$ cat config.mk
export PLATFORM = sky130hd
export DESIGN_NAME = sfrc_frame_check
export DESIGN_NICKNAME = d
export VERILOG_FILES = /design/src/rtl/sfrc_pkg.sv /design/src/rtl/sfrc_frame_check.sv
export SDC_FILE = /design/constraint.sdc
export NUM_CORES = 1
export LEC_CHECK = 0
export ABC_AREA = 1
export BUFFER_PORTS_ARGS = -buffer_cell sky130_fd_sc_hd__buf_2
export CAP_MARGIN = 20
export CORE_ASPECT_RATIO = 0.7
export CORE_MARGIN = 2
export CORE_UTILIZATION = 30
export CTS_CLUSTER_DIAMETER = 30
export DETAILED_ROUTE_END_ITERATION = 16
export HOLD_SLACK_MARGIN = 0.02
export PLACE_DENSITY = 0.56
export SLEW_MARGIN = 5
export SYNTH_ARGS = -nofsm -noshare
export SYNTH_HDL_FRONTEND = slang
export SYNTH_SLANG_ARGS = --single-unit
$ cat constraint.sdc
create_clock -name clk -period 2.5 [get_ports clk]
set_clock_uncertainty 0.15 [all_clocks]
set_input_delay 0.5 -clock clk [delete_from_list [all_inputs] [get_ports clk]]
set_output_delay 0.5 -clock clk [all_outputs]
set_load 0.01 [all_outputs]
$ cat src/rtl/sfrc_pkg.sv
`default_nettype none
package sfrc_pkg;

	// Default frame length in bytes, sync byte included
	localparam int FRAME_LEN_DEF = 27;

	localparam logic [7:0] SYNC_BYTE      = 8'h55;
	localparam logic [7:0] PREAMBLE_BYTE  = 8'hAA;
	localparam logic [7:0] INDICATOR_BYTE = 8'h77;
	localparam logic [15:0] TICK_LIMIT_RST = 16'd500;

	// Frame byte positions that carry fixed checks, and the first byte in the XOR
	localparam int POS_PREAMBLE  = 1;
	localparam int POS_XOR_FIRST = 2;
	localparam int POS_SERIAL_HI = 3;
	localparam int POS_SERIAL_LO = 4;
	localparam int POS_INDICATOR = 5;

	// Word kinds on the input channel
	localparam logic [1:0] FUNC_BYTE  = 2'd0;
	localparam logic [1:0] FUNC_TICK  = 2'd1;
	localparam logic [1:0] FUNC_START = 2'd2;

	// Receiver phases
	localparam logic [1:0] PH_IDLE    = 2'd0;
	localparam logic [1:0] PH_HUNT    = 2'd1;
	localparam logic [1:0] PH_COLLECT = 2'd2;

	// Result status codes
	localparam logic [2:0] ST_OK       = 3'd0;
	localparam logic [2:0] ST_TIMEOUT  = 3'd1;
	localparam logic [2:0] ST_PREAMBLE = 3'd2;
	localparam logic [2:0] ST_SERIAL   = 3'd3;
	localparam logic [2:0] ST_IND      = 3'd4;
	localparam logic [2:0] ST_XOR      = 3'd5;

	// Configuration register indexes
	localparam int CFG_IDX_W  = 2;
	localparam int CFG_DATA_W = 16;
	localparam logic [CFG_IDX_W-1:0] REG_TICK_LIMIT = 2'd0;
	localparam logic [CFG_IDX_W-1:0] REG_SERIAL_HI  = 2'd1;
	localparam logic [CFG_IDX_W-1:0] REG_SERIAL_LO  = 2'd2;

	typedef struct packed {
		logic [1:0] func;
		logic [7:0] rx_byte;
	} item_t;

	typedef struct packed {
		logic [15:0] tick_limit;
		logic [7:0]  serial_hi;
		logic [7:0]  serial_lo;
	} cfg_t;

	typedef struct packed {
		logic [2:0] status;
		logic [7:0] computed_xor;
		logic [7:0] received_check;
	} result_t;

endpackage
`default_nettype wire

$ cat src/rtl/sfrc_frame_check.sv
`default_nettype none
module sfrc_frame_check #(
	parameter int FRAME_LEN = sfrc_pkg::FRAME_LEN_DEF
) (
	input  wire logic              clk,
	input  wire logic              arst_n,
	input  wire logic              step,
	input  wire sfrc_pkg::item_t   item,
	input  wire sfrc_pkg::cfg_t    cfg,
	output logic                   res_valid,
	output sfrc_pkg::result_t      res
);

	localparam int PW = $clog2(FRAME_LEN);
	localparam logic [PW-1:0] POS_LAST  = PW'(FRAME_LEN - 1);
	localparam logic [PW-1:0] POS_FIRST = PW'(1);
	localparam logic [PW-1:0] POS_PRE   = PW'(sfrc_pkg::POS_PREAMBLE);
	localparam logic [PW-1:0] POS_XOR0  = PW'(sfrc_pkg::POS_XOR_FIRST);
	localparam logic [PW-1:0] POS_SHI   = PW'(sfrc_pkg::POS_SERIAL_HI);
	localparam logic [PW-1:0] POS_SLO   = PW'(sfrc_pkg::POS_SERIAL_LO);
	localparam logic [PW-1:0] POS_IND   = PW'(sfrc_pkg::POS_INDICATOR);

	logic [1:0]    phase_q, phase_d;
	logic [PW-1:0] pos_q, pos_d;
	logic [7:0]    xor_q, xor_d;
	logic [2:0]    err_q, err_d;
	logic [15:0]   tick_q, tick_d;
	logic [15:0]   tick_inc;
	logic [2:0]    chk_err;

	assign tick_inc = tick_q + 16'd1;

	// Fixed-field check for the current frame position
	always_comb begin
		chk_err = sfrc_pkg::ST_OK;
		if (pos_q == POS_PRE && item.rx_byte != sfrc_pkg::PREAMBLE_BYTE)
			chk_err = sfrc_pkg::ST_PREAMBLE;
		else if (pos_q == POS_SHI && item.rx_byte != cfg.serial_hi)
			chk_err = sfrc_pkg::ST_SERIAL;
		else if (pos_q == POS_SLO && item.rx_byte != cfg.serial_lo)
			chk_err = sfrc_pkg::ST_SERIAL;
		else if (pos_q == POS_IND && item.rx_byte != sfrc_pkg::INDICATOR_BYTE)
			chk_err = sfrc_pkg::ST_IND;
	end

	always_comb begin
		phase_d   = phase_q;
		pos_d     = pos_q;
		xor_d     = xor_q;
		err_d     = err_q;
		tick_d    = tick_q;
		res_valid = 1'b0;
		res       = '0;
		if (item.func == sfrc_pkg::FUNC_START) begin
			phase_d = sfrc_pkg::PH_HUNT;
			pos_d   = '0;
			xor_d   = '0;
			err_d   = sfrc_pkg::ST_OK;
			tick_d  = '0;
		end else if (phase_q != sfrc_pkg::PH_IDLE) begin
			case (item.func)
				sfrc_pkg::FUNC_TICK: begin
					tick_d = tick_inc;
					if (tick_inc >= cfg.tick_limit) begin
						phase_d    = sfrc_pkg::PH_IDLE;
						res_valid  = 1'b1;
						res.status = sfrc_pkg::ST_TIMEOUT;
					end
				end
				sfrc_pkg::FUNC_BYTE: begin
					if (phase_q == sfrc_pkg::PH_HUNT) begin
						if (item.rx_byte == sfrc_pkg::SYNC_BYTE) begin
							phase_d = sfrc_pkg::PH_COLLECT;
							pos_d   = POS_FIRST;
						end
					end else if (pos_q == POS_LAST) begin
						phase_d   = sfrc_pkg::PH_IDLE;
						pos_d     = '0;
						res_valid = 1'b1;
						res.status = err_q;
						if (err_q == sfrc_pkg::ST_OK && xor_q != item.rx_byte)
							res.status = sfrc_pkg::ST_XOR;
						res.computed_xor   = xor_q;
						res.received_check = item.rx_byte;
					end else begin
						if (err_q == sfrc_pkg::ST_OK)
							err_d = chk_err;
						if (pos_q >= POS_XOR0)
							xor_d = xor_q ^ item.rx_byte;
						pos_d = pos_q + POS_FIRST;
					end
				end
				default: begin
				end
			endcase
		end
	end

	always_ff @(posedge clk or negedge arst_n) begin
		if (!arst_n) begin
			phase_q <= sfrc_pkg::PH_IDLE;
			pos_q   <= '0;
			xor_q   <= '0;
			err_q   <= sfrc_pkg::ST_OK;
			tick_q  <= '0;
		end else if (step) begin
			phase_q <= phase_d;
			pos_q   <= pos_d;
			xor_q   <= xor_d;
			err_q   <= err_d;
			tick_q  <= tick_d;
		end
	end

	a_res_needs_armed: assert property (@(posedge clk) disable iff (!arst_n)
		res_valid |-> phase_q != sfrc_pkg::PH_IDLE)
		else $error("result raised while idle");

	a_res_goes_idle: assert property (@(posedge clk) disable iff (!arst_n)
		step && res_valid |=> phase_q == sfrc_pkg::PH_IDLE)
		else $error("receiver still armed after its result");

	a_start_clears: assert property (@(posedge clk) disable iff (!arst_n)
		step && item.func == sfrc_pkg::FUNC_START
		|=> phase_q == sfrc_pkg::PH_HUNT && tick_q == 16'd0 && err_q == sfrc_pkg::ST_OK)
		else $error("start did not rearm the receiver");

	a_pos_range: assert property (@(posedge clk) disable iff (!arst_n)
		phase_q == sfrc_pkg::PH_COLLECT |-> pos_q != '0 && pos_q <= POS_LAST)
		else $error("frame position out of range");

endmodule
`default_nettype wire
-- Yosys cells after proc, flatten, opt, wreduce, memory -nomap -nowiden
Cells that the tools add are included.
- bits in registers: 34
- input bits: 45
- output and inout port bits: 20
- logic and storage cells: 95
- add/sub/neg operators: 2
- magnitude comparators: 2
- equal/unequal tests: 20
- muxes and demuxes: 46
- bitwise logic cells: 1
- reductions and logical operators: 19
- operator list (operator ; number):
    19-bit two-way mux ; 4
    16-bit two-way mux ; 4
    8-bit two-way mux ; 6
    3-bit two-way mux ; 11
    5-bit two-way mux ; 6
    8-bit != test ; 3
    6-bit AND reduction ; 3
    16-bit by 1-bit adder with 16-bit output, second input constant ; 1
    16-bit >= comparator ; 1
    2-bit two-way mux ; 6
    2-bit nonzero test ; 6
    5-bit by 3-bit == test with 1-bit output, second input constant ; 2
    8-bit by 7-bit == test with 1-bit output, second input constant ; 1
    4-bit != test, second input constant ; 2
    8-bit by 7-bit != test with 1-bit output, second input constant ; 1
    8-bit != test, second input constant ; 1
    8-bit bitwise XOR ; 1
    1-bit two-way mux ; 6
    3-bit one-hot mux with 2 select lines ; 1
    5-bit by 1-bit adder with 5-bit output, second input constant ; 1
    5-bit by 1-bit == test with 1-bit output, second input constant ; 1
    5-bit by 2-bit == test with 1-bit output, second input constant ; 1
    5-bit == test, second input constant ; 1
    5-bit by 2-bit >= comparator with 1-bit output, second input constant ; 1
    13 further kinds ; 19

-- Logic depth before layout (Yosys ltp)
- word-level depth: 12
- gate-level depth with buffers: 19
- gate-level depth less buffers: 19

-- Worst setup path after synthesis
OpenSTA, ideal clock, no wires.
- path type: reg2out
- start point: reg tick_q[0]
- end point: out res[16] (netlist bit)
- arrival time: 2102 ps
- required time: 1850 ps
- setup slack: -252 ps
- stages on the path, launching flop included: 15
- path buffers: 0
- path through: dfrtp_1 > ha_1 > nand2_1 > nor2_2 > nand3_2 > nor2_4 > nand4_1 > and2_1 > ha_1 > nand4_1 > a21oi_1 > nor2_1 > nand2_1 > nand2_1 > a21oi_1
- RTL lines (item ; RTL line ; source):
    from (decl) ; sfrc_frame_check.sv:27 ; logic [15:0] tick_q, tick_d;
    from (signal assigned) ; sfrc_frame_check.sv:111 ; tick_q <= tick_d;
    to (decl) ; sfrc_frame_check.sv:11 ; output sfrc_pkg::result_t res

-- Worst setup path after layout
- start point: reg tick_q[0]
- end point: reg tick_q[10]
- cells in the longest elaborated chain, start to end: 4
- ends and longest elaborated chain (item ; RTL line ; source):
    16-bit by 1-bit adder with 16-bit output ; sfrc_frame_check.sv:31 ; assign tick_inc = tick_q + 16'd1;
    16-bit two-way mux ; sfrc_frame_check.sv:61 ; case (item.func)
    16-bit two-way mux ; sfrc_frame_check.sv:60 ; end else if (phase_q != sfrc_pkg::PH_IDLE) begin
    16-bit two-way mux ; sfrc_frame_check.sv:54 ; if (item.func == sfrc_pkg::FUNC_START) begin
Every way passes these cells. The select of a mux whose other input is x is not followed.
A chain may end at the register's enable or synchronous reset.

==> run_results.csv <==
group,metric,value,unit
outcome,status,"finished, violations left",
outcome,violations,"setup timing",
layout,n_antenna_cell,0,
route,vias,3335,
worst_setup_path,cp.required,2.56,ns
timing,setup_viol,23,
global_route,grt-ovfl-total,0,
pwr,power.internal,2.06,mW
timing,rsz0062_at_grt,"yes",
floorplan,ios,65,
route,wirelength,9.53,mm
layout,fin_util,42.9,%
pwr,vdd_drop_max,0.343,mV
floorplan,start_util,30.7,%
worst_setup_path,path_cells,"ha_2 -> nand2_2 -> nor2_4 -> nand3_4 -> nor2_4 -> buf_4 -> nand3_1 -> nand2_1 -> nand2_2 -> buf_4 -> buf_4 -> buf_4 -> buf_4 -> buf_4 -> buf_4 -> buf_4 -> buf_4 -> buf_4 -> buf_4 -> buf_4 -> buf_4 -> buf_4 -> buf_4 -> o22ai_2",
worst_setup_path,cp_common_cell,"buf_4",
floorplan,die_w,127,µm
clock_network,cts_buffers,5,
synthesis,syn_area_per_cell,6.69,µm²
pwr,p_per_area,831,nW/µm²
floorplan,fp-row-count,31,
synthesis,synth_simple_gate_area_share,37.2,%
clock_network,path_clk_slew,0.06,ns
synthesis,synthFlopType,"dfrtp_1",
pwr,comb_power_share,55.9,%
floorplan,fp.dieH,90.0,µm
worst_setup_path,end_kind,"register",
layout,multi_input_area,2160,µm²
synthesis,ys_warn_count,0,
layout,syn2layout_area_growth,39.4,%
clock_network,cts-hold-fix-buffers,0,
floorplan,core_area,10300,µm²
synthesis,synth_cell_types,37,
pwr,clockPowerShare,17.2,%
synthesis,synth_top_family_by_area,"simple AND/OR/NAND/NOR gates",
timing,setup_ws,-0.909,ns
layout,n_fill_cell,1085,
global_route,grt_usage,16.3,%
worst_setup_path,slowest_delay,0.37,ns
clock_network,cts_sinks,34,
synthesis,synth-seq-cells,34,
layout,regArea,852,µm²
timing,worstMarginPinSlew,0.774,ns
clock_network,cts_max_path_buffers,2,
synthesis,ys_top_cells_by_area,"dfrtp_1 (27%), nand2_1 (16%), ha_1 (9.9%)",
synthesis,synth_compound_area_share,6.86,%
worst_setup_path,r2r_slack,-0.91,ns
pwr,p_leak,2.39,nW
pwr,netSwitchingPower,1.61,mW
route,drt_pass1_iterations,4,
layout,nNetsFinal,661,
synthesis,syn-cell-area,3170,µm²
timing,max_freq,0.293,GHz
floorplan,design.die.area,11400,µm²
pwr,swShare,43.8,%
worst_setup_path,cp_slowest_cell,"dfrtp_1",
place,place_hpwl,6.94,mm
synthesis,synth_edf_count,0,
worst_setup_path,worstSetupPathType,"register to register",
synthesis,synth_top_area_share,26.8,%
timing,period_needed,3.41,ns
clock_network,clock_latency,0.28,ns
hold_path,hold_class,"input pin to async pin",
route,vias_per_cell,4.61,
route,drt_iter0_markers,174,
timing,drv_slew,0,
worst_setup_path,worst_ep_arrival_time,3.47,ns
synthesis,synth_nets,544,
layout,drive_above_1_share,32.8,%
route,drtAntennaViolNets,0,
synthesis,synth.largest_area_cell,"dfrtp_1",
timing,max_slew_margin,48.4,%
clock_network,htreeDepth,2,
worst_setup_path,start_kind,"register",
place,port-buffer-count,64,
synthesis,yosys.area_share.adder,9.86,%
global_route,grt_pass1_vias,3151,
synthesis,yosysSeqAreaShare,26.8,%
timing,fin_hold_ws,0.142,ns
global_route,antenna_found_initial,0,
synthesis,synth.area.mux_share,0,%
synthesis,synth_async_sr_flop_share,100,%
timing,finalHoldViolCount,0,
route,drc,0,
clock_network,cts_root_buf,"clkbuf_16",
clock_network,cts_tree,"yes",
synthesis,syn_inst,474,
pwr,seq_power_share,26.9,%
timing,fin_crit_sh,136,%
place,pre_cts_slack,-0.522,ns
place,gp_congestion,0.846,
global_route,grt_max_degree,35,
worst_setup_path,worstPathMaxFanout,5,
run,max_cap_viol_count,0,
global_route,grt_pass1_wl,15.1,mm
synthesis,synth-xor-area-share,6.90,%
timing,tns,-4.58,ns
route,routedWlPerCell,13.2,µm
## cell families after synthesis
| family | Yosys count |
|---|---|
| AO/OA/AOI/OAI | 39 |
| XOR/XNOR | 25 |
| adder cells (fa/ha/maj) | 25 |
| buffers and inverters | 93 |
| flip-flops | 34 |
| AND/OR/NAND/NOR | 258 |
## layout by cell type, fill, tap and decap left out, types with 5 or more instances in the layout
cell,netlist,layout
nor3_4,1,8
buf_4,2,55
dfrtp_1,34,33
ha_1,25,21
nand4_1,11,11
clkbuf_16,0,5
nor3_1,25,11
inv_2,5,7
nor3_2,3,10
nand3_1,30,29
nand2_2,1,7
a21oi_1,12,9
buf_2,4,64
o21ai_0,19,18
xor2_1,9,7
nor2_1,35,32
inv_1,73,69
xnor2_1,16,16
nand2_1,137,131
## sequential cells by signal, indices dropped and copies added, names as in the netlist
name     flops
xor_q        8
pos_q        5
tick_q      16
err_q        3
phase_q      2
## final cells by class
| class | count | share of cell area (%) |
|---|---|---|
| clock buffer | 7 | 3.23 |
| clock inverter | 1 | 0.113 |
| inverter | 79 | 6.96 |
| multi-input combinational | 347 | 48.9 |
| sequential | 34 | 19.3 |
| tap | 132 | 3.74 |
| timing repair buffer | 121 | 17.3 |
| timing repair inverter | 3 | 0.509 |
## power groups by stage
stage	Combinational [mW]	Clock, mW	Sequential, mW
after floorplan	1.13	0	0.950
after global placement	1.63	0	0.981
after detailed placement	1.66	0	0.985
after CTS	1.91	0.644	0.975
after global routing	2.32	0.665	1.02
final	2.05	0.632	0.988
## worst paths after layout
check | start | end | cells past startpoint
max | tick_q[0]$_DFFE_PN0P_ | tick_q[10]$_DFFE_PN0P_ | 24
min in group clk | phase_q[0]$_DFFE_PN0P_ | phase_q[0]$_DFFE_PN0P_ | 2
max reg2reg | tick_q[0]$_DFFE_PN0P_ | tick_q[10]$_DFFE_PN0P_ | 24
min | arst_n | tick_q[14]$_DFFE_PN0P_ | 1
max in group asynchronous | arst_n | pos_q[1]$_DFFE_PN0P_ | 1
min reg2reg | phase_q[0]$_DFFE_PN0P_ | phase_q[0]$_DFFE_PN0P_ | 2
## cell usage after synthesis (2+ instances only)
library cell / count
buf_2: 4
buf_4: 2
buf_6: 3
nand3_1: 30
o21ai_1: 2
nor3_2: 3
inv_2: 5
clkbuf_2: 4
nand4_1: 11
and2_1: 3
or2_2: 2
nand2_1: 137
nor2_1: 35
nor2_4: 2
inv_1: 73
o21ai_0: 19
a21oi_1: 12
dfrtp_1: 34
o22ai_1: 4
xor2_1: 9
xnor2_1: 16
ha_1: 25
nor3_1: 25
## routing by layer
metal | GRT usage (%) | part of all wire, % | up-vias
li1 | - | - | 1718
met1 | 25.0 | 54 | 1543
met2 | 23.1 | 40 | 66
met3 | 3.27 | 4.9 | 8
met4 | 4.12 | 0.94 | 0
met5 | 0 | 0 | -
## metrics by stage
step	power (mW)	cells	area, µm²
after floorplan	2.08	474	3180
after global placement	2.61	690	3830
after detailed placement	2.64	690	3830
after CTS	3.53	714	4190
after global routing	4.00	724	4420
final	3.67	724	4420
## critical path, delay by kind of cell, from the launching register on
| kind | cells | cell delay, ns |
|---|---|---|
| buffers and inverters | 15 | 1.85 |
| flip-flops | 1 | 0.37 |
| AND/OR/NAND/NOR | 7 | 0.68 |
| adder cells (fa/ha/maj) | 1 | 0.19 |
| AO/OA/AOI/OAI | 1 | 0.08 |
## what timing repair did
item | CTS | global route
buffers inserted | 16 | 7
pin swaps | 11 | 22
gates resized for setup | 20 | 38
setup endpoints to repair | 22 | 21
hold endpoints to repair | 0 | 0
cloned | 0 | 3
(Power assumes the default switching activity.)
